## src/hdl/delta_prefix_code_encoder_defines.svh

```systemverilog
// Assertion helpers used by dpc_back.
`ifndef DELTA_PREFIX_CODE_ENCODER_DEFINES_SVH
`define DELTA_PREFIX_CODE_ENCODER_DEFINES_SVH

// Checked on every clock edge outside reset.
`define DPC_ASSERT(lbl, prop, msg) \
  lbl: assert property (@(posedge clk_i) disable iff (!rst_ni) (prop)) else $error(msg);

// Checked on every clock edge, reset included.
`define DPC_ASSERT_ALWAYS(lbl, prop, msg) \
  lbl: assert property (@(posedge clk_i) (prop)) else $error(msg);

`endif

```

## src/hdl/dpc_pkg.sv

```systemverilog
package dpc_pkg;

  localparam int unsigned SampleW = 8;
  localparam int unsigned CodeW   = 10;  // widest code: prefix + 8 bits
  localparam int unsigned LenW    = 4;
  localparam int unsigned StoreW  = 17;  // up to 7 pending bits + one widest code
  localparam int unsigned CountW  = 5;

  localparam logic [1:0] PrefixZero  = 2'b00;
  localparam logic [1:0] PrefixSmall = 2'b01;
  localparam logic [1:0] PrefixMid   = 2'b10;
  localparam logic [1:0] PrefixBig   = 2'b11;

  localparam logic signed [SampleW-1:0] SmallMin = -8'sd3;
  localparam logic signed [SampleW-1:0] SmallMax = 8'sd2;
  localparam logic signed [SampleW-1:0] MidMin   = -8'sd7;
  localparam logic signed [SampleW-1:0] MidMax   = 8'sd6;

  localparam logic [LenW-1:0] LenZero  = 4'd2;
  localparam logic [LenW-1:0] LenSmall = 4'd5;
  localparam logic [LenW-1:0] LenMid   = 4'd6;
  localparam logic [LenW-1:0] LenBig   = 4'd10;

  localparam logic [7:0] PadByte = 8'hFF;

  localparam int unsigned QueueDepth = 2;
  localparam int unsigned QueuePtrW  = 1;
  localparam int unsigned QueueCntW  = 2;

  // One classified sample. For a raw first sample, code[7:0] holds the byte.
  typedef struct packed {
    logic             first;
    logic             last;
    logic [LenW-1:0]  nbits;
    logic [CodeW-1:0] code;
  } dpc_op_t;

endpackage

```

## src/hdl/dpc_if.sv

```systemverilog
interface dpc_in_if;
  logic       valid;
  logic       ready;
  logic [7:0] sample;
  logic       first_sample;
  logic       last_sample;

  modport source (output valid, output sample, output first_sample, output last_sample,
                  input ready);
  modport sink (input valid, input sample, input first_sample, input last_sample,
                output ready);
endinterface

interface dpc_out_if;
  logic       valid;
  logic       ready;
  logic [7:0] out_byte;
  logic       end_of_block;

  modport source (output valid, output out_byte, output end_of_block, input ready);
  modport sink (input valid, input out_byte, input end_of_block, output ready);
endinterface

```

## src/hdl/dpc_front.sv

```systemverilog
module dpc_front import dpc_pkg::*; (
  input  logic         clk_i,
  input  logic         rst_ni,
  dpc_in_if.sink       sample_i,
  input  logic         full_i,
  output logic         push_o,
  output dpc_op_t      op_o
);

  logic [SampleW-1:0]        prev_q, prev_d;
  logic [SampleW-1:0]        delta;
  logic signed [SampleW-1:0] sdelta;

  assign sample_i.ready = !full_i;
  assign push_o         = sample_i.valid && !full_i;

  assign delta  = sample_i.sample - prev_q;
  assign sdelta = $signed(delta);

  always_comb begin
    op_o.first = sample_i.first_sample;
    op_o.last  = sample_i.last_sample;
    if (sample_i.first_sample) begin
      op_o.nbits = LenBig;
      op_o.code  = {2'b00, sample_i.sample};
    end else if (delta == '0) begin
      op_o.nbits = LenZero;
      op_o.code  = {8'b0, PrefixZero};
    end else if (sdelta >= SmallMin && sdelta <= SmallMax) begin
      op_o.nbits = LenSmall;
      op_o.code  = {5'b0, PrefixSmall, delta[2:0]};
    end else if (sdelta >= MidMin && sdelta <= MidMax) begin
      op_o.nbits = LenMid;
      op_o.code  = {4'b0, PrefixMid, delta[3:0]};
    end else begin
      op_o.nbits = LenBig;
      op_o.code  = {PrefixBig, delta};
    end
  end

  assign prev_d = push_o ? sample_i.sample : prev_q;

  always_ff @(posedge clk_i or negedge rst_ni) begin
    if (!rst_ni) begin
      prev_q <= '0;
    end else begin
      prev_q <= prev_d;
    end
  end

endmodule

```

## src/hdl/dpc_queue.sv

```systemverilog
module dpc_queue import dpc_pkg::*; (
  input  logic    clk_i,
  input  logic    rst_ni,
  input  logic    push_i,
  input  dpc_op_t push_op_i,
  output logic    full_o,
  input  logic    pop_i,
  output logic    valid_o,
  output dpc_op_t pop_op_o
);

  dpc_op_t                mem_q [QueueDepth];
  logic [QueuePtrW-1:0]   wptr_q, wptr_d, rptr_q, rptr_d;
  logic [QueueCntW-1:0]   cnt_q, cnt_d;

  assign full_o   = (cnt_q == QueueCntW'(QueueDepth));
  assign valid_o  = (cnt_q != '0);
  assign pop_op_o = mem_q[rptr_q];

  always_comb begin
    wptr_d = wptr_q;
    rptr_d = rptr_q;
    cnt_d  = cnt_q;
    if (push_i) begin
      wptr_d = wptr_q + 1'b1;
    end
    if (pop_i) begin
      rptr_d = rptr_q + 1'b1;
    end
    if (push_i && !pop_i) begin
      cnt_d = cnt_q + 1'b1;
    end else if (pop_i && !push_i) begin
      cnt_d = cnt_q - 1'b1;
    end
  end

  always_ff @(posedge clk_i) begin
    if (push_i) begin
      mem_q[wptr_q] <= push_op_i;
    end
  end

  always_ff @(posedge clk_i or negedge rst_ni) begin
    if (!rst_ni) begin
      wptr_q <= '0;
      rptr_q <= '0;
      cnt_q  <= '0;
    end else begin
      wptr_q <= wptr_d;
      rptr_q <= rptr_d;
      cnt_q  <= cnt_d;
    end
  end

endmodule

```

## src/hdl/dpc_back.sv

```systemverilog
module dpc_back import dpc_pkg::*; (
  input  logic     clk_i,
  input  logic     rst_ni,
  input  logic     op_valid_i,
  input  dpc_op_t  op_i,
  output logic     pop_o,
  dpc_out_if.source code_o
);
  `include "delta_prefix_code_encoder_defines.svh"

  // store_q bits at or above cnt_q are stale and never reach an output byte
  logic [StoreW-1:0] store_q, store_d;
  logic [CountW-1:0] cnt_q, cnt_d;
  logic              flush_q, flush_d;
  logic              raw_last_q, raw_last_d;
  logic              out_valid_q, out_valid_d;
  logic [7:0]        out_byte_q, out_byte_d;
  logic              out_eob_q, out_eob_d;

  logic              has_byte, active, slot_free, emit;
  logic [CountW-1:0] shift;
  logic [LenW-1:0]   pad;
  logic [StoreW-1:0] merged;

  assign has_byte  = (cnt_q >= CountW'(8));
  assign active    = has_byte || flush_q;
  assign slot_free = !out_valid_q || code_o.ready;
  assign pop_o     = op_valid_i && !active;
  assign emit      = active && slot_free;

  assign shift  = cnt_q - CountW'(8);
  assign pad    = LenW'(8) - LenW'(cnt_q);
  assign merged = (store_q << op_i.nbits) | StoreW'(op_i.code);

  always_comb begin
    store_d     = store_q;
    cnt_d       = cnt_q;
    flush_d     = flush_q;
    raw_last_d  = raw_last_q;
    out_byte_d  = out_byte_q;
    out_eob_d   = out_eob_q;
    out_valid_d = code_o.ready ? 1'b0 : out_valid_q;
    if (pop_o) begin
      if (op_i.first) begin
        // raw byte; pending bits of an unfinished block are dropped
        store_d    = StoreW'(op_i.code[7:0]);
        cnt_d      = CountW'(8);
        flush_d    = 1'b0;
        raw_last_d = op_i.last;
      end else begin
        store_d    = merged;
        cnt_d      = cnt_q + CountW'(op_i.nbits);
        flush_d    = op_i.last;
        raw_last_d = 1'b0;
      end
    end else if (emit) begin
      out_valid_d = 1'b1;
      if (has_byte) begin
        out_byte_d = 8'(store_q >> shift);
        out_eob_d  = raw_last_q;
        cnt_d      = cnt_q - CountW'(8);
        raw_last_d = 1'b0;
      end else begin
        // tail padded with ones; all ones when nothing is pending
        out_byte_d = 8'(store_q << pad) | (PadByte >> cnt_q[2:0]);
        out_eob_d  = 1'b1;
        cnt_d      = '0;
        flush_d    = 1'b0;
      end
    end
  end

  always_ff @(posedge clk_i) begin
    store_q    <= store_d;
    out_byte_q <= out_byte_d;
    out_eob_q  <= out_eob_d;
  end

  always_ff @(posedge clk_i or negedge rst_ni) begin
    if (!rst_ni) begin
      cnt_q       <= '0;
      flush_q     <= 1'b0;
      raw_last_q  <= 1'b0;
      out_valid_q <= 1'b0;
    end else begin
      cnt_q       <= cnt_d;
      flush_q     <= flush_d;
      raw_last_q  <= raw_last_d;
      out_valid_q <= out_valid_d;
    end
  end

  assign code_o.valid        = out_valid_q;
  assign code_o.out_byte     = out_byte_q;
  assign code_o.end_of_block = out_eob_q;

  `DPC_ASSERT(a_cnt_bound, cnt_q <= CountW'(StoreW), "pending bit count overflow")
  `DPC_ASSERT(a_pop_idle, pop_o |-> !has_byte && !flush_q, "op taken while bytes pending")
  `DPC_ASSERT(a_eob_clears, (emit && out_eob_d) |=> (cnt_q == '0) && !flush_q,
              "state not cleared after end of block")
  `DPC_ASSERT(a_raw_last_cnt, raw_last_q |-> cnt_q == CountW'(8),
              "raw end-of-block flag with wrong bit count")
  `DPC_ASSERT_ALWAYS(a_reset_quiet, !rst_ni |=> !out_valid_q, "output valid during reset")

endmodule

```

## src/hdl/delta_prefix_code_encoder.sv

```systemverilog
// Channel   Dir  Interface   Payload
// sample_i  in   dpc_in_if   sample[7:0], first_sample, last_sample
// code_o    out  dpc_out_if  out_byte[7:0], end_of_block
//
// A sample is accepted in any cycle the two-entry op queue has room.
// The packer either takes a sample from the queue or emits an output byte, and
// takes no new sample while it holds a whole byte or a flush; the single output
// byte register passes at most one byte per cycle while code_o is ready.
// Asynchronous active-low reset clears the queue, packer and previous sample.
// Output stall holds a packer with a byte due; queue takes samples until full.
module delta_prefix_code_encoder import dpc_pkg::*; (
  input  logic      clk_i,
  input  logic      rst_ni,
  dpc_in_if.sink    sample_i,
  dpc_out_if.source code_o
);

  logic    full, push, pop, op_valid;
  dpc_op_t push_op, pop_op;

  dpc_front u_front (
    .clk_i    (clk_i),
    .rst_ni   (rst_ni),
    .sample_i (sample_i),
    .full_i   (full),
    .push_o   (push),
    .op_o     (push_op)
  );

  dpc_queue u_queue (
    .clk_i     (clk_i),
    .rst_ni    (rst_ni),
    .push_i    (push),
    .push_op_i (push_op),
    .full_o    (full),
    .pop_i     (pop),
    .valid_o   (op_valid),
    .pop_op_o  (pop_op)
  );

  dpc_back u_back (
    .clk_i      (clk_i),
    .rst_ni     (rst_ni),
    .op_valid_i (op_valid),
    .op_i       (pop_op),
    .pop_o      (pop),
    .code_o     (code_o)
  );

endmodule
```

## src/flat_wrapper.sv

```systemverilog
// flat-port wrapper written by rule: the top's interface ports become plain ports
module delta_prefix_code_encoder_flat import dpc_pkg::*;
  (clk_i, rst_ni, sample_i_valid, sample_i_sample, sample_i_first_sample, sample_i_last_sample, sample_i_ready, code_o_valid, code_o_out_byte, code_o_end_of_block, code_o_ready);
  dpc_in_if sample_i_i ();
  dpc_out_if code_o_i ();
  input  logic clk_i;
  input  logic rst_ni;
  input wire logic [$bits(sample_i_i.valid)-1:0] sample_i_valid;
  input wire logic [$bits(sample_i_i.sample)-1:0] sample_i_sample;
  input wire logic [$bits(sample_i_i.first_sample)-1:0] sample_i_first_sample;
  input wire logic [$bits(sample_i_i.last_sample)-1:0] sample_i_last_sample;
  output wire logic [$bits(sample_i_i.ready)-1:0] sample_i_ready;
  output wire logic [$bits(code_o_i.valid)-1:0] code_o_valid;
  output wire logic [$bits(code_o_i.out_byte)-1:0] code_o_out_byte;
  output wire logic [$bits(code_o_i.end_of_block)-1:0] code_o_end_of_block;
  input wire logic [$bits(code_o_i.ready)-1:0] code_o_ready;
  assign sample_i_i.valid = sample_i_valid;
  assign sample_i_i.sample = sample_i_sample;
  assign sample_i_i.first_sample = sample_i_first_sample;
  assign sample_i_i.last_sample = sample_i_last_sample;
  assign sample_i_ready = sample_i_i.ready;
  assign code_o_valid = code_o_i.valid;
  assign code_o_out_byte = code_o_i.out_byte;
  assign code_o_end_of_block = code_o_i.end_of_block;
  assign code_o_i.ready = code_o_ready;
  delta_prefix_code_encoder u_core (.clk_i(clk_i), .rst_ni(rst_ni), .sample_i(sample_i_i), .code_o(code_o_i));
endmodule
```

## config.mk

```make
export PLATFORM = sky130hd
export DESIGN_NAME = delta_prefix_code_encoder_flat
export DESIGN_NICKNAME = d
export VERILOG_FILES = /design/src/hdl/dpc_pkg.sv /design/src/hdl/dpc_if.sv /design/src/hdl/dpc_front.sv /design/src/hdl/dpc_queue.sv /design/src/hdl/dpc_back.sv /design/src/hdl/delta_prefix_code_encoder.sv /design/src/flat_wrapper.sv
export VERILOG_INCLUDE_DIRS = /design/src /design/src/hdl
export SDC_FILE = /design/constraint.sdc
export NUM_CORES = 1
export LEC_CHECK = 0
export BUFFER_PORTS_ARGS = -buffer_cell sky130_fd_sc_hd__clkbuf_2
export CAP_MARGIN = 20
export CORE_UTILIZATION = 63
export CTS_CLUSTER_DIAMETER = 80
export DETAILED_ROUTE_END_ITERATION = 10
export PLACE_DENSITY_LB_ADDON = 0.1
export SYNTH_ARGS = -nofsm -noshare
export SYNTH_HDL_FRONTEND = slang
export SYNTH_SLANG_ARGS = --single-unit
```

## constraint.sdc

```tcl
create_clock -name clk_i -period 7.6 [get_ports clk_i]
set_input_delay 1.9 -clock clk_i [delete_from_list [all_inputs] [get_ports clk_i]]
set_output_delay 1.9 -clock clk_i [all_outputs]
set_load 0.01 [all_outputs]
```

==> impl_metrics.tcl, run 1 <==
set metrics [dict create \
    path_delay_family "compound AO/OA/AOI/OAI gates" \
    met3_wirelength_um 504 \
    max_slew.worst_pin.slew_ps 842 \
    power.share.combinational_pct 57.1 \
    synth-warning-count 0 \
    via_count 3833 \
    met2_length_mm 5.39 \
    setup_viol 0 \
    antenna_found_initial 0 \
    route.detailed.vias_per_inst 6.25 \
    cts.htree.levels 3 \
    global_route_wire_length_before_repair_mm 17.6 \
    number_of_drc_violations_after_detailed_routing 0 \
    finClkSkew_ps 18.4 \
    nets 540 \
    cts_tree "done" \
    grt_pass1_vias 3618 \
    leakage_uw 0.00219 \
    report.final.hold_viol_count 0 \
    route.top_layer_used "met4" \
    cp_slowest_stage_delay_ps 420 \
    min_period_ps 4090 \
    syn-instance-count 490 \
    final_min_period_over_clock_period_pct 53.8 \
    net_count_synth 524 \
    synth.lib_cells_used.distinct 60 \
    worst_setup_path_end_kind "flip-flop" \
    wirelength_mm 10.6 \
    hold_bufs_at_cts 0 \
    run_status "finished, final reports clean" \
    area.growth.synth_to_final_pct 7.27 \
    timing.critical_path.cells "clkbuf_2, inv_1, ha_1, inv_1, fa_1, a211oi_1, o21ai_0, and3_4, nor4_4, a22o_2, o31ai_2" \
    rows 32 \
    report.final.slew_viol_count 0 \
    timing.setup.tns_ps 0 \
    floorplan.initialDensity_pct 65.9 \
    dieHeight_um 92.4 \
    mean_instance_size_in_the_synthesized_netlist_um2 10.5 \
    largest_area_contributor_in_the_netlist "sky130_fd_sc_hd__edfxtp_1" \
    unrepaired_setup_endpoints_after_global_routing "false" \
    max-clock-path-buffers 2 \
    design.die.area_um2 8530 \
    power.internal_uw 1480 \
    power.density_nw_per_um2 480 \
    cts_sinks 76 \
    synth.ff_latch_count 76 \
    timing.critical_path.mode_cell "sky130_fd_sc_hd__inv_1" \
    drt_pre_antenna_iters 7 \
    timing.reg2reg.setup_slack_ps 4010 \
    detailedRoute.firstIterationViolations 288 \
    seqPwrFrac_pct 31.5 \
    worstSetupStartpointType "input pin" \
    synth.yosys.seq_area_share_pct 42.4 \
    num_antenna_cells 0 \
    hold_path.class "reg -> reg" \
    clk_pin_slew_worst_setup_hold_paths_ps 80 \
    post_synth_instance_area_um2 5140 \
    die_width_um 92.4 \
    setup_slack_ps 3510 \
    critical_path.max_fanout 5 \
    vdd_drop_max_mv 0.234 \
    globalplace.congestion 0.875 \
    worst_endpoint_required_time_ps 7680 \
    cts.root.buffer_cell "sky130_fd_sc_hd__clkbuf_8" \
    synth.top_cells.by_area "sky130_fd_sc_hd__edfxtp_1 (33%), sky130_fd_sc_hd__mux2i_1 (11%), sky130_fd_sc_hd__dfrtp_1 (9.7%), sky130_fd_sc_hd__mux4_2 (4.8%), sky130_fd_sc_hd__nand2_1 (4.5%)" \
    place_worst_setup_slack_ps 3180 \
    crit_type "in -> reg" \
    path_buf_inv 3 \
    nFillCells 617 \
    m1WireLength_mm 4.48 \
    groute.usage.overall_pct 26.8 \
    post_cts_resize_count 0 \
    pwr-share-clk_pct 11.4 \
    power_switching_share_pct 44.0 \
    postCtsSetupBuffers 0 \
    core_area_um2 7810 \
    synth_edf_count 56 \
    synth.top_cell.area_share_pct 32.7 \
    port_buffers 24 \
    drt-wirelength-per-cell_um 17.4 \
    design_power_total_uw 2650 \
    critical_path_arrival_ps 4170 \
    globalRoute.totalOverflow 0 \
    max-cap-violations 0 \
    async_flop_share_pct 26.3 \
    drive_gt1_share_pct 15.3 \
    pin_count 25 \
    critPathSlowestCell "sky130_fd_sc_hd__nor4_4" \
    synth_ff_type "sky130_fd_sc_hd__edfxtp_1" \
    switchingPower_uw 1160 \
    worst_skew_pair.late_latency_ps 350 \
    slew_headroom_pct 42.8 \
    fmax_mhz 245 \
    drtAntennaViolNets 0 \
    sum_of_net_half_perimeters_after_detailed_placement_mm 7.96 \
    pin_count_of_the_biggest_net_entering_global_routing 36 \
    clock_buffer_count_from_cts 9 \
]
[worst reg2reg max path: stages, from the launching register on]
cell	delay [ps]
sky130_fd_sc_hd__dfrtp_1	870
sky130_fd_sc_hd__inv_1	430
sky130_fd_sc_hd__ha_1	350
sky130_fd_sc_hd__nand2_1	90
sky130_fd_sc_hd__o31ai_1	90
sky130_fd_sc_hd__nor2_1	260
sky130_fd_sc_hd__o21ai_1	210
sky130_fd_sc_hd__inv_1	650
sky130_fd_sc_hd__nand2_1	220
sky130_fd_sc_hd__o21ai_0	220
sky130_fd_sc_hd__a22o_1	150
[power groups by stage]
stage | clock network [uW] | registers, uW | logic [uW]
3_3_place_gp | 0 | 834 | 1450
5_1_grt | 326 | 856 | 1660
2_1_floorplan | 0 | 787 | 1200
4_1_cts | 308 | 831 | 1500
6_report | 300 | 834 | 1510
3_5_place_dp | 0 | 839 | 1490
[per-stage QoR]
| step | cell area (um^2) | hold slack [ps] | util [%] | std cells |
|---|---|---|---|---|
| floorplan | 5140 | 461 | - | 490 |
| global placement | 5320 | 478 | 68.1 | 596 |
| detailed placement | 5330 | 482 | 68.2 | 597 |
| CTS | 5520 | 497 | 70.7 | 613 |
| global route | 5520 | 515 | 70.7 | 613 |
| finish | 5520 | 500 | 70.7 | 613 |
[cells in the final DEF, fill, tap and decap left out, drive strengths merged, types with 7 or more instances in the layout]
cell type | synthesis | final
a21oi | 26 | 26
buf | 12 | 7
clkbuf | 14 | 35
dfrtp | 20 | 20
edfxtp | 56 | 56
ha | 18 | 18
inv | 21 | 22
mux2 | 10 | 10
mux2i | 59 | 59
mux4 | 11 | 11
nand2 | 61 | 61
nor2 | 33 | 33
nor2b | 9 | 9
o21ai | 25 | 25
o22ai | 8 | 8
xnor2 | 8 | 8
[synthesized netlist by cell type (6+ instances only)]
library cell               count
sky130_fd_sc_hd__ha_1         18
sky130_fd_sc_hd__dfrtp_1      20
sky130_fd_sc_hd__a211oi_1      6
sky130_fd_sc_hd__mux2i_1      58
sky130_fd_sc_hd__clkbuf_1     14
sky130_fd_sc_hd__xnor2_1       8
sky130_fd_sc_hd__a21oi_1      26
sky130_fd_sc_hd__inv_1        21
sky130_fd_sc_hd__nor2_1       33
sky130_fd_sc_hd__xor2_1        6
sky130_fd_sc_hd__buf_2         8
sky130_fd_sc_hd__nand2_1      61
sky130_fd_sc_hd__mux4_2       11
sky130_fd_sc_hd__o22ai_1       8
sky130_fd_sc_hd__nand3_1       6
sky130_fd_sc_hd__o21ai_0      23
sky130_fd_sc_hd__nand2b_1      6
sky130_fd_sc_hd__nor2b_1       9
sky130_fd_sc_hd__mux2_2        9
sky130_fd_sc_hd__edfxtp_1     56
[per-layer routing]
layer | vias to the layer above | track usage (%)
li1 | 1852 | -
met1 | 1806 | 34.2
met2 | 152 | 46.2
met3 | 23 | 3.53
met4 | 0 | 10.7
met5 | - | 0
[sequential cells by signal, summed over array words and instances, names as in the netlist, 2 cells and up]
signal and count:
u_core.u_back.cnt_q 5, u_core.u_queue.mem_q 30, u_core.u_queue.cnt_q 2, u_core.u_front.prev_q 8, u_core.u_back.code_o.out_byte 8, u_core.u_back.store_q 17
[area by class of cell]
type	count	area [um^2]	area share [%]
Multi-Input combinational cell	365	2760	50.0
Inverter	23	86.3	1.56
Tap cell	102	128	2.31
Sequential cell	76	2180	39.5
Clock buffer	11	131	2.38
Timing Repair Buffer	31	173	3.13
Clock inverter	5	61.3	1.11
[kinds of logic (layout without fill, tap and decap cells)]
kind of cell | after synthesis | in the layout | synth area share, %
fa+ha+maj | 20 | 20 | 5.16
compound gates | 111 | 111 | 14.6
xor+xnor | 14 | 14 | 2.38
buf+inv | 49 | 70 | 4.06
flops | 76 | 76 | 42.4
simple gates | 140 | 140 | 12.8
mux | 80 | 80 | 18.6
[path summary, 6_finish.rpt]
| check | endpoint | startpoint | depth (start not counted) |
|---|---|---|---|
| max | u_core.u_queue.mem_q[0][5]$_DFFE_PP_ | sample_i_sample[0] | 11 |
| min | u_core.u_queue.wptr_q$_DFFE_PN0P_ | u_core.u_queue.wptr_q$_DFFE_PN0P_ | 1 |
| max reg2reg | u_core.u_back.cnt_q[4]$_DFFE_PN0P_ | u_core.u_back.cnt_q[1]$_DFFE_PN0P_ | 10 |
| min reg2reg | u_core.u_queue.wptr_q$_DFFE_PN0P_ | u_core.u_queue.wptr_q$_DFFE_PN0P_ | 1 |
| max in group asynchronous | u_core.u_queue.cnt_q[0]$_DFFE_PN0P_ | rst_ni | 1 |
| min in group asynchronous | u_core.u_queue.cnt_q[1]$_DFFE_PN0P_ | rst_ni | 1 |
Power figures use the tool's default switching activity.
==> inputs of run 2 (changes only) <==
--- a/config.mk
+++ b/config.mk
@@ -8,7 +8,7 @@
 export LEC_CHECK = 0
 export BUFFER_PORTS_ARGS = -buffer_cell sky130_fd_sc_hd__clkbuf_2
 export CAP_MARGIN = 20
-export CORE_UTILIZATION = 63
+export CORE_UTILIZATION = 56
 export CTS_CLUSTER_DIAMETER = 80
 export DETAILED_ROUTE_END_ITERATION = 10
 export PLACE_DENSITY_LB_ADDON = 0.1
==> constraint.sdc (replaced) <==
create_clock -name clk_i -period 3.73 [get_ports clk_i]
set_input_delay 0.9325 -clock clk_i [delete_from_list [all_inputs] [get_ports clk_i]]
set_output_delay 0.9325 -clock clk_i [all_outputs]
set_load 0.01 [all_outputs]
==> run 2 against run 1 <==
Compared with the run above:
- the flow now finishes with violations (DRC)
- cell count grew 1.6%
- sequential share of layout area shrank 0.43 points
- hold slack lost 2.7 ps
- flip-flop and latch count is the same
- design area grew 1.1%
- die area grew 12%
==> impl_metrics.tcl, run 2 (synthesis results as in run 1) <==
set metrics [dict create \
    run_status "finished with violations" \
    failed_checks "DRC" \
    sum_of_net_half_perimeters_after_detailed_placement_mm 8.09 \
    cts_sinks 76 \
    mostFrequentLayoutCells "sky130_fd_sc_hd__nand2_1 (61), sky130_fd_sc_hd__mux2i_1 (57), sky130_fd_sc_hd__edfxtp_1 (56)" \
    groute.usage.overall_pct 24.0 \
    setup_slack_ps 591 \
    hold_bufs_at_cts 0 \
    grt_pass1_vias 3809 \
    clock_buffer_count_from_cts 9 \
    worst_skew_pair.late_latency_ps 350 \
    unrepaired_setup_endpoints_after_global_routing "false" \
    num_antenna_cells 0 \
    largest-register "u_core.u_queue.mem_q" \
    power.density_nw_per_um2 983 \
    cts_tree "done" \
    drt-wirelength-per-cell_um 17.8 \
    path_buf_inv 2 \
    core_area_um2 8810 \
    post_cts_resize_count 0 \
    vdd_drop_max_mv 0.535 \
    die_width_um 97.8 \
    path_delay_family "buffers and inverters" \
    postCtsSetupBuffers 0 \
    finClkSkew_ps 19.2 \
    max_slew.worst_pin.slew_ps 865 \
    critPathSlowestCell "sky130_fd_sc_hd__dfrtp_1" \
    critical_path.max_fanout 20 \
    dieHeight_um 97.8 \
    reg.largest.list "u_core.u_queue.mem_q x30, u_core.u_back.store_q x17" \
    cts.htree.levels 3 \
    via_count 3840 \
    timing.setup.tns_ps 0 \
    global_route_wire_length_before_repair_mm 18.2 \
    max-cap-violations 0 \
    final_min_period_over_clock_period_pct 84.2 \
    design.die.area_um2 9570 \
    fmax_mhz 319 \
    timing.critical_path.cells "clkinv_1, ha_1, o31ai_1, nor2_1, o21ai_1, inv_1, nand2_1, o22ai_1, a22o_1" \
    setup_viol 0 \
    antenna_found_initial 0 \
    pin_count 25 \
    drt_pre_antenna_iters 7 \
    worst_setup_path_end_kind "flip-flop" \
    clk_pin_slew_worst_setup_hold_paths_ps 90 \
    finalCoreUtilization_pct 63.4 \
    critical_path_arrival_ps 3390 \
    layout.cells.most_common "sky130_fd_sc_hd__nand2_1" \
    report.final.hold_viol_count 0 \
    worst_hold_slack_ps 497 \
    place_worst_setup_slack_ps 258 \
    drtAntennaViolNets 0 \
    number_of_drc_violations_after_detailed_routing 2 \
    wirelength_mm 11.1 \
    cp_slowest_stage_delay_ps 700 \
    slew_headroom_pct 42.3 \
    pin_count_of_the_biggest_net_entering_global_routing 36 \
    globalplace.congestion 0.849 \
    report.final.slew_viol_count 0 \
    hold_path.class "reg -> reg" \
    crit_type "reg -> reg" \
    area.growth.synth_to_final_pct 8.47 \
    cts.root.buffer_cell "sky130_fd_sc_hd__clkbuf_8" \
    worstSetupStartpointType "flip-flop" \
    floorplan.initialDensity_pct 58.4 \
    number_of_flip_flops_under_the_largest_register_name 30 \
    drive_gt1_share_pct 16.3 \
    globalRoute.totalOverflow 0 \
    detailedRoute.firstIterationViolations 166 \
    nets 544 \
    route.detailed.vias_per_inst 6.16 \
    port_buffers 24 \
    worst_endpoint_required_time_ps 3980 \
    leakage_uw 0.00222 \
    rows 34 \
    max-clock-path-buffers 2 \
    min_period_ps 3140 \
]
run 2: power by group:
| part | internal (uW) | leakage [uW] | switching, uW |
|---|---|---|---|
| Combinational | 1330 | 0.00135 | 1810 |
| Clock | 354 | 0.000111 | 322 |
| Sequential | 1400 | 0.000765 | 278 |
| Total | 3080 | 0.00222 | 2410 |
run 2: final cells by class:
type                            count  area, um^2
Clock inverter                      5        65.1
Inverter                           23        86.3
Timing Repair Buffer               35         203
Fill cell                         717        3230
Tap cell                          108         135
Multi-Input combinational cell    365        2760
Sequential cell                    76        2180
Clock buffer                       11         151
run 2: worst paths after layout:
check / start / endpoint / slack (ps) / cells past startpoint
max: u_core.u_back.cnt_q[3]$_DFFE_PN0P_ / u_core.u_back.cnt_q[4]$_DFFE_PN0P_ / 590 / 9
min reg2reg: u_core.u_queue.wptr_q$_DFFE_PN0P_ / u_core.u_queue.wptr_q$_DFFE_PN0P_ / 500 / 1
min: u_core.u_queue.wptr_q$_DFFE_PN0P_ / u_core.u_queue.wptr_q$_DFFE_PN0P_ / 500 / 1
min in group asynchronous: rst_ni / u_core.u_queue.cnt_q[0]$_DFFE_PN0P_ / 550 / 1
max reg2reg: u_core.u_back.cnt_q[3]$_DFFE_PN0P_ / u_core.u_back.cnt_q[4]$_DFFE_PN0P_ / 590 / 9
max in group asynchronous: rst_ni / u_core.u_back.cnt_q[1]$_DFFE_PN0P_ / 2810 / 1
run 2: through the flow:
stage               cell area (um^2)  power, uW  std cells
global route                    5580       5860        623
detailed placement              5360       4790        607
CTS                             5580       5480        623
finish                          5580       5490        623
floorplan                       5140       4050        490
global placement                5360       4710        607
run 2: routing by layer:
metal  vias to the layer above  track usage, %  wire length [um]
met4                         0            11.3               238
met5                         -               0                 0
li1                       1864               -                 -
met2                        92            42.7              5730
met3                        18            2.93               381
met1                      1866            28.9              4720
==> inputs of run 3 (changes only) <==
==> constraint.sdc (replaced) <==
create_clock -name clk_i -period 2.82 [get_ports clk_i]
set_input_delay 0.705 -clock clk_i [delete_from_list [all_inputs] [get_ports clk_i]]
set_output_delay 0.705 -clock clk_i [all_outputs]
set_load 0.01 [all_outputs]
==> run 3 against run 2 <==
Compared with the run above:
- the flow still finishes with violations (DRC)
- hold slack worse by 170 ps
- via count up 2.1%
- sequential power up 31%
- sequential share of layout area down 0.92 points
==> impl_metrics.tcl, run 3 (synthesis results as in run 1) <==
set metrics [dict create \
    antenna_found_initial 0 \
    hold_bufs_at_cts 0 \
    crit_type "in -> reg" \
    power.density_nw_per_um2 1280 \
    setup_slack_ps 128 \
    number_of_drc_violations_after_detailed_routing 4 \
    sum_of_net_half_perimeters_after_detailed_placement_mm 8.43 \
    detailedRoute.firstIterationViolations 207 \
    drt_pre_antenna_iters 7 \
    min_period_ps 2690 \
    finalCoreUtilization_pct 64.9 \
    run_status "finished with violations" \
    critical_path.reg2reg.endpoint "u_core.u_queue.mem_q[1][4]$_DFFE_PP_" \
    worst_skew_pair.late_latency_ps 350 \
    clk_pin_slew_worst_setup_hold_paths_ps 80 \
    worst_setup_path_endpoint "u_core.u_queue.mem_q[1][4]$_DFFE_PP_" \
    layout.cells.most_common "sky130_fd_sc_hd__nand2_1" \
    critical_path.max_fanout 6 \
    route.detailed.vias_per_inst 6.06 \
    core_area_um2 8810 \
    setup_viol 0 \
    nets 568 \
    groute.usage.overall_pct 24.6 \
    grt_pass1_vias 3826 \
    hold_path.class "in -> async" \
    report.final.hold_viol_count 0 \
    reg.largest.list "u_core.u_queue.mem_q x30, u_core.u_back.store_q x17" \
    design.die.area_um2 9570 \
    postCtsSetupBuffers 0 \
    max-cap-violations 0 \
    fmax_mhz 371 \
    timing.reg2reg.setup_slack_ps 190 \
    pin_count 25 \
    max_slew.worst_pin.slew_ps 708 \
    rows 34 \
    max-clock-path-buffers 2 \
    area.growth.synth_to_final_pct 11.1 \
    port_buffers 24 \
    cts.htree.levels 3 \
    worst_hold_slack_ps 328 \
    place_worst_setup_slack_ps -261 \
    num_antenna_cells 0 \
    unrepaired_setup_endpoints_after_global_routing "false" \
    number_of_flip_flops_under_the_largest_register_name 30 \
    worstSetupStartpointType "input pin" \
    dieHeight_um 97.8 \
    failed_checks "DRC" \
    cts_sinks 76 \
    largest-register "u_core.u_queue.mem_q" \
    report.final.slew_viol_count 0 \
    reg2reg_start "u_core.u_front.prev_q[0]$_DFFE_PN0P_" \
    floorplan.initialDensity_pct 58.4 \
    vdd_drop_max_mv 0.655 \
    global_route_wire_length_before_repair_mm 18.6 \
    r2r_cells 9 \
    drt-wirelength-per-cell_um 17.1 \
    die_width_um 97.8 \
    wirelength_mm 11.1 \
    cts.root.buffer_cell "sky130_fd_sc_hd__clkbuf_8" \
    via_count 3922 \
    finClkSkew_ps 16.9 \
    cts_tree "done" \
    worst_endpoint_required_time_ps 2980 \
    mostFrequentLayoutCells "sky130_fd_sc_hd__nand2_1 (61), sky130_fd_sc_hd__mux2i_1 (57), sky130_fd_sc_hd__edfxtp_1 (56)" \
    clock_buffer_count_from_cts 9 \
    slew_headroom_pct 52.8 \
    drive_gt1_share_pct 20.2 \
    drtAntennaViolNets 0 \
    worstSetupStartpoint "sample_i_sample[0]" \
    globalRoute.totalOverflow 0 \
    worst_setup_path_end_kind "flip-flop" \
    pin_count_of_the_biggest_net_entering_global_routing 36 \
    critical_path_arrival_ps 2850 \
    globalplace.congestion 0.932 \
    leakage_uw 0.00232 \
    final_min_period_over_clock_period_pct 95.5 \
]
[run 3: changes by cell type in the layout (fill, tap and decap cells not counted), sizes merged]
cell,delta
bufinv,-1
clkbuf,-1
clkinv,+1
inv,+1
buf,+24
[run 3: stage by stage]
step / total power (uW) / cells / TNS, ps / instance area, um^2
4_1_cts: 7310 / 647 / 0 / 5710
3_5_place_dp: 6550 / 631 / -4360 / 5540
2_1_floorplan: 5350 / 490 / 0 / 5140
5_1_grt: 7870 / 647 / 0 / 5710
6_report: 7320 / 647 / 0 / 5710
3_3_place_gp: 6470 / 631 / -3470 / 5540
[run 3: cell type report]
type	count	area, um^2
multi-input cells	365	2760
flip-flops and latches	76	2180
clock inverters	6	37.5
clock buffers	10	128
repair buffers	59	383
inverters	23	86.3
fillers	705	3090
well taps	108	135
[run 3: power by group]
part	leakage (uW)	internal, uW	switching [uW]	total [uW]
Combinational	0.00147	1940	2440	4380
Clock	0.0000916	322	413	735
Sequential	0.000765	1850	357	2200
[run 3: what timing repair did]
| action | CTS | global route |
|---|---|---|
| hold endpoints to repair | 0 | 0 |
| endpoints found under the setup margin | 0 | 8 |
| resized for setup | 0 | 1 |
[run 3: worst min path at each step]
stage	endpoint	slack, ps	cells past startpoint
after floorplan	u_core.u_back.cnt_q[0]$_DFFE_PN0P_	410	0
after global placement	u_core.u_queue.wptr_q$_DFFE_PN0P_	480	1
after detailed placement	u_core.u_queue.wptr_q$_DFFE_PN0P_	490	1
after CTS	u_core.u_front.prev_q[4]$_DFFE_PN0P_	330	1
after global routing	u_core.u_queue.wptr_q$_DFFE_PN0P_	350	1
final	u_core.u_front.prev_q[6]$_DFFE_PN0P_	330	1
[run 3: per-layer routing]
layer | up-vias | share of wire [%] | wire (um) | track usage (%)
li1 | 1910 | - | - | -
met1 | 1880 | 42 | 4640 | 29.4
met2 | 110 | 52 | 5720 | 43.8
met3 | 22 | 4.1 | 453 | 4.51
met4 | 0 | 2.5 | 278 | 10.0
met5 | - | 0 | 0 | 0
[run 3: critical path, cell delays in order]
cell and delay, ps:
sky130_fd_sc_hd__clkbuf_2 70, sky130_fd_sc_hd__inv_1 40, sky130_fd_sc_hd__ha_1 190, sky130_fd_sc_hd__inv_1 60, sky130_fd_sc_hd__fa_1 230, sky130_fd_sc_hd__a211oi_2 100
sky130_fd_sc_hd__or4b_1 510, sky130_fd_sc_hd__and3_4 200, sky130_fd_sc_hd__o2111a_2 200, sky130_fd_sc_hd__a22o_4 290, sky130_fd_sc_hd__o31ai_1 250
